**src/hdl/sorted_unique_key_table_unit_defines.svh**
```systemverilog
// assertion macros for the sorted unique key table unit
`ifndef SORTED_UNIQUE_KEY_TABLE_UNIT_DEFINES_SVH
`define SORTED_UNIQUE_KEY_TABLE_UNIT_DEFINES_SVH
`ifndef SYNTH
`define SKUT_ASSERT_NOW(label, ante, cons) \
   label: assert property (@(posedge clock) disable iff (reset) (ante) |-> (cons)) \
      else $error("sorted key table assertion failed");
`define SKUT_ASSERT_NEXT(label, ante, cons) \
   label: assert property (@(posedge clock) disable iff (reset) (ante) |=> (cons)) \
      else $error("sorted key table assertion failed");
`else
`define SKUT_ASSERT_NOW(label, ante, cons)
`define SKUT_ASSERT_NEXT(label, ante, cons)
`endif
`endif

```
**src/hdl/skut_pkg.sv**
```systemverilog
// shared types and constants of the sorted unique key table unit
package skut_pkg;

   localparam int OP_W      = 2;
   localparam int STATUS_W  = 3;
   localparam int KEY_W     = 32;
   localparam int PAYLOAD_W = 64;
   localparam int RANK_W    = 7;
   localparam int COUNT_W   = 7;

   typedef enum logic [OP_W-1:0] {
      OP_INSERT = 2'd0,
      OP_DELETE = 2'd1,
      OP_QUERY  = 2'd2,
      OP_NONE   = 2'd3
   } op_type;

   typedef enum logic [STATUS_W-1:0] {
      ST_INSERTED   = 3'd0,
      ST_DUPLICATE  = 3'd1,
      ST_FULL       = 3'd2,
      ST_DELETED    = 3'd3,
      ST_ABSENT     = 3'd4,
      ST_HIT        = 3'd5,
      ST_RANK_EMPTY = 3'd6,
      ST_UNUSED     = 3'd7
   } status_type;

   typedef struct packed {
      logic capture;
      logic shift_ins;
      logic shift_del;
   } cell_ctl_type;

endpackage

```
**src/hdl/skut_cell.sv**
```systemverilog
// one cell of the sorted key row: holds one record and compares it against the request
module skut_cell import skut_pkg::*; #(
   parameter int KEY_BITS = 32,
   parameter int INDEX    = 0
) (
   input  logic                       clock,
   input  logic                       reset,
   input  cell_ctl_type               ctl,
   input  logic                       occupied,
   input  logic signed [KEY_BITS-1:0] key_cmp,
   input  logic [RANK_W-1:0]          rank_cmp,
   input  logic signed [KEY_BITS-1:0] key_new,
   input  logic [PAYLOAD_W-1:0]       pay_new,
   input  logic                       left_lt,
   input  logic signed [KEY_BITS-1:0] left_key,
   input  logic [PAYLOAD_W-1:0]       left_pay,
   input  logic signed [KEY_BITS-1:0] right_key,
   input  logic [PAYLOAD_W-1:0]       right_pay,
   output logic                       lt,
   output logic                       eq,
   output logic                       hit,
   output logic signed [KEY_BITS-1:0] key,
   output logic [PAYLOAD_W-1:0]       pay
);

   localparam int RANK_LIMIT = 1 << RANK_W;

   logic                       lt_ff, lt_in;
   logic                       eq_ff, eq_in;
   logic                       hit_ff, hit_in;
   logic signed [KEY_BITS-1:0] key_ff, key_in;
   logic [PAYLOAD_W-1:0]       pay_ff, pay_in;
   logic                       rank_match;

   assign rank_match = (INDEX + 1 < RANK_LIMIT) && (rank_cmp == RANK_W'(INDEX + 1));

   always_comb begin
      lt_in  = lt_ff;
      eq_in  = eq_ff;
      hit_in = hit_ff;
      if (ctl.capture) begin
         lt_in  = occupied && (key_ff < key_cmp);
         eq_in  = occupied && (key_ff == key_cmp);
         hit_in = occupied && rank_match;
      end
   end

   always_comb begin
      key_in = key_ff;
      pay_in = pay_ff;
      if (ctl.shift_ins && !lt_ff) begin
         if (left_lt) begin
            key_in = key_new;
            pay_in = pay_new;
         end else begin
            key_in = left_key;
            pay_in = left_pay;
         end
      end else if (ctl.shift_del && !lt_ff) begin
         key_in = right_key;
         pay_in = right_pay;
      end
   end

   always_ff @(posedge clock) begin
      if (reset) begin
         lt_ff  <= 1'b0;
         eq_ff  <= 1'b0;
         hit_ff <= 1'b0;
      end else begin
         lt_ff  <= lt_in;
         eq_ff  <= eq_in;
         hit_ff <= hit_in;
      end
   end

   always_ff @(posedge clock) begin
      key_ff <= key_in;
      pay_ff <= pay_in;
   end

   assign lt  = lt_ff;
   assign eq  = eq_ff;
   assign hit = hit_ff;
   assign key = key_ff;
   assign pay = pay_ff;

endmodule

```
**config.mk**
```make
export PLATFORM = sky130hd
export DESIGN_NAME = skut_cell
export DESIGN_NICKNAME = d
export VERILOG_FILES = /design/src/hdl/sorted_unique_key_table_unit_defines.svh /design/src/hdl/skut_pkg.sv /design/src/hdl/skut_cell.sv
export SDC_FILE = /design/constraint.sdc
export NUM_CORES = 1
export LEC_CHECK = 0
export CAP_MARGIN = 5
export CORE_AREA = 2 2 170 172
export CTS_CLUSTER_DIAMETER = 50
export CTS_CLUSTER_SIZE = 25
export DETAILED_ROUTE_END_ITERATION = 8
export DIE_AREA = 0 0 172 174
export DONT_BUFFER_PORTS = 1
export GPL_TIMING_DRIVEN = 0
export PLACE_DENSITY_LB_ADDON = 0.12
export SYNTH_ARGS = -nofsm -noshare
export SYNTH_HDL_FRONTEND = slang
export SYNTH_SLANG_ARGS = --single-unit
export TNS_END_PERCENT = 5
```
**constraint.sdc**
```tcl
create_clock -name clock -period 7.35 [get_ports clock]
set_clock_uncertainty 0.2 [all_clocks]
set_input_delay 1.1025 -clock clock [delete_from_list [all_inputs] [get_ports clock]]
set_output_delay 1.1025 -clock clock [all_outputs]
set_load 0.01 [all_outputs]
```
==> impl_metrics.py <==
metrics = {
    "timing": {
        "fin_crit_ns": 3.27,
        "setup_viol": 0,
        "tightest_slew_ns": 0.926,
        "slew_violations": 0,
        "hold-worst-slack_ns": 0.315,
        "fin_crit_sh_pct": 44.5,
        "final-hold-violation-count": 0,
        "worst_slack_ns": 4.08,
        "max_freq_ghz": 0.306,
        "rsz0062_at_grt": "false",
        "slew_headroom_pct": 38.3,
    },
    "finish": {
        "stdcell_count": 955,
        "area.growth.synth_to_final_pct": 14.5,
        "fillers": 3115,
        "ff_latch_area_um2": 2940,
        "drive_gt1_share_pct": 4.21,
        "multi_input_area_um2": 2580,
        "fin_nets": 932,
        "fin_util_pct": 23.4,
    },
    "synth": {
        "syn_inst": 552,
        "synth_nets": 918,
        "ys_seq_elements": 99,
        "postSynthAreaPerCell_um2": 10.4,
        "syn_area_um2": 5760,
        "yosysSeqAreaShare_pct": 51.1,
        "yosys_warnings": 0,
        "synth_cell_types": 27,
    },
    "worst_setup_path": {
        "critPathMaxFanout": 10,
        "worst_r2r_endpoint": "pay[38]$_DFFE_PP_",
        "arrival_ns": 3.18,
        "cp-start-kind": "input pin",
        "cp-end-kind": "register",
        "crit_type": "input pin to register",
        "crit_path_end": "pay[38]$_DFFE_PP_",
        "worst-endpoint-required_ns": 7.25,
        "crit_path_start": "ctl[1]",
        "reg2regPathDepth": 6,
        "crit-reg2reg-launch": "lt$_SDFFE_PP0P_",
        "ff2ff_setup_slack_ns": 4.24,
    },
    "place": {
        "port_buffers": 0,
        "globalplace.congestion": 0.844,
        "place_ws_ns": 3.50,
        "place_hpwl_um": 17100,
        "place_inst": 939,
    },
    "global_route": {
        "overflow": 0,
        "grt_pass1_wl_um": 29000,
        "grt_max_degree": 34,
        "grt_antenna_before_repair": 0,
        "grt_use_total_pct": 13.4,
        "grt_pass1_vias": 4737,
    },
    "floorplan": {
        "die-area_um2": 29900,
        "die_w_um": 172,
        "placementRows": 62,
        "core_um2": 28200,
        "io_pins": 433,
        "die_h_um": 174,
        "initial_core_util_pct": 20.4,
    },
    "pwr": {
        "power_frac_comb_pct": 16.2,
        "clkPwrFrac_pct": 31.1,
        "power.internal_mw": 1.08,
        "swShare_pct": 30.9,
        "leakagePower_nw": 2.68,
        "vdd_drop_max_v": 0.000122,
        "power_frac_seq_pct": 52.7,
        "switchingPower_mw": 0.485,
        "power_density_nw_per_um2": 238,
    },
    "routing": {
        "drt_iter0_markers": 183,
        "drt_pass1_iterations": 4,
        "vias": 4335,
        "drc_errors": 0,
        "antenna_left": 0,
        "wl_per_cell_um": 22.3,
        "wl_um": 21300,
        "avgViaCountPerCell": 4.54,
    },
    "clock_tree": {
        "cts_buffers": 9,
        "path_clk_slew_ns": 0.08,
        "cts_setup_buffers": 0,
        "clk_path_buf_depth": 2,
        "cts_tree": "yes",
        "root_buffer": "clkbuf_16",
        "post_cts_resized": 0,
        "postCtsHoldBufs": 0,
        "clk_latency_ns": 0.35,
        "cts_sinks": 99,
        "h-tree-depth": 3,
    },
    "flow_run": {
        "cap_viol_max_count": 0,
    },
    "min_path": {
        "worst_hold_path_type": "register to register",
    },
    "status": {
        "status": "completed",
    },
}
[logic make-up (layout without fill, tap and decap cells)]
family	after synthesis	after routing	share of synthesized area (%)
other	0	1	0
multiplexers	96	96	16.7
flip-flops	99	99	51.1
AND/OR/NAND/NOR	138	138	9.85
AO/OA/AOI/OAI	123	123	11.2
adder cells (fa/ha/maj)	32	32	6.95
buffers and inverters	64	82	4.32
[metrics by stage]
stage	total power [mW]	area, um2	TNS [ns]
finish	1.57	6600	0
global route	1.66	6600	0
CTS	1.60	6600	0
detailed placement	1.10	6310	0
global placement	1.10	6240	-86.88
floorplan	0.989	5760	0
[synthesized netlist by cell type (all sizes together)]
library cell,number,area (um2)
a211oi,1,7.51
a21boi,1,7.51
a21o,1,7.51
a21oi,16,83.8
a221o,1,10.0
a22oi,1,7.51
buf,7,35.0
clkbuf,25,93.8
dfxtp,3,60.1
edfxtp,96,2880
ha,32,400
inv,32,120
mux2i,96,961
nand2,106,398
nand2b,3,18.8
nand3,4,20.0
nand4,8,50.1
nor2,9,33.8
nor2b,1,6.26
nor3,3,15.0
nor3b,1,7.51
nor4,2,12.5
o211ai,2,15.0
o21ai,99,495
o31a,1,8.76
or3,1,6.26
[layout make-up]
type / instances / area share [%]
plain buffers: 32 / 1.95
inverters: 32 / 1.82
repair buffers: 3 / 0.910
clock buffers: 9 / 3.41
diodes: 1 / 0.0379
flip-flops and latches: 99 / 44.6
multi-input cells: 389 / 39.1
well taps: 384 / 7.28
clock inverters: 6 / 0.872
[placed cells by master, fill, tap and decap left out, drive strengths merged, types with 2 or more instances in the layout]
cell and instances:
buf 10, nor4 2, o211ai 2, clkinv 4
nand2b 3, nand3 4, o21ai 99, a21oi 16
nor2 9, mux2i 96, clkbuf 34, nand4 8
nor3 3, inv 32, nand2 106, ha 32
edfxtp 96, dfxtp 3
[sequential cells by signal, indices dropped and copies added, names as in the netlist]
| signal | flops |
|---|---|
| lt | 1 |
| eq | 1 |
| pay | 64 |
| key | 32 |
| hit | 1 |
[worst min-delay path by stage]
stage,from,endpoint,slack [ns],cells after the start
4_1_cts,hit$_SDFFE_PP0P_,hit$_SDFFE_PP0P_,0.31,2
2_1_floorplan,eq$_SDFFE_PP0P_,eq$_SDFFE_PP0P_,0.28,2
3_3_place_gp,hit$_SDFFE_PP0P_,hit$_SDFFE_PP0P_,0.30,2
6_report,hit$_SDFFE_PP0P_,hit$_SDFFE_PP0P_,0.32,2
5_1_grt,hit$_SDFFE_PP0P_,hit$_SDFFE_PP0P_,0.37,2
3_5_place_dp,hit$_SDFFE_PP0P_,hit$_SDFFE_PP0P_,0.30,2
[critical path, cell delays in order]
cell      delay (ns)
nand2b_1        0.19
buf_2           0.40
clkbuf_1        0.74
clkbuf_1        0.45
nand2_1         0.09
o21ai_0         0.19
[power groups by stage]
stage / Sequential, mW / Combinational (mW) / Clock (mW)
after global routing: 0.836 / 0.291 / 0.536
final: 0.826 / 0.254 / 0.488
after detailed placement: 0.839 / 0.262 / 0
after floorplan: 0.816 / 0.173 / 0
after CTS: 0.829 / 0.262 / 0.513
after global placement: 0.856 / 0.246 / 0
[metal layers]
| metal | up-vias | wire [um] | global-route usage (%) |
|---|---|---|---|
| met5 | - | 0 | 0 |
| met4 | 0 | 322 | 2.84 |
| met3 | 14 | 2020 | 4.44 |
| met2 | 280 | 11300 | 26.3 |
| met1 | 2028 | 7690 | 13.6 |
| li1 | 2013 | - | - |
Power figures use the tool's default switching activity.
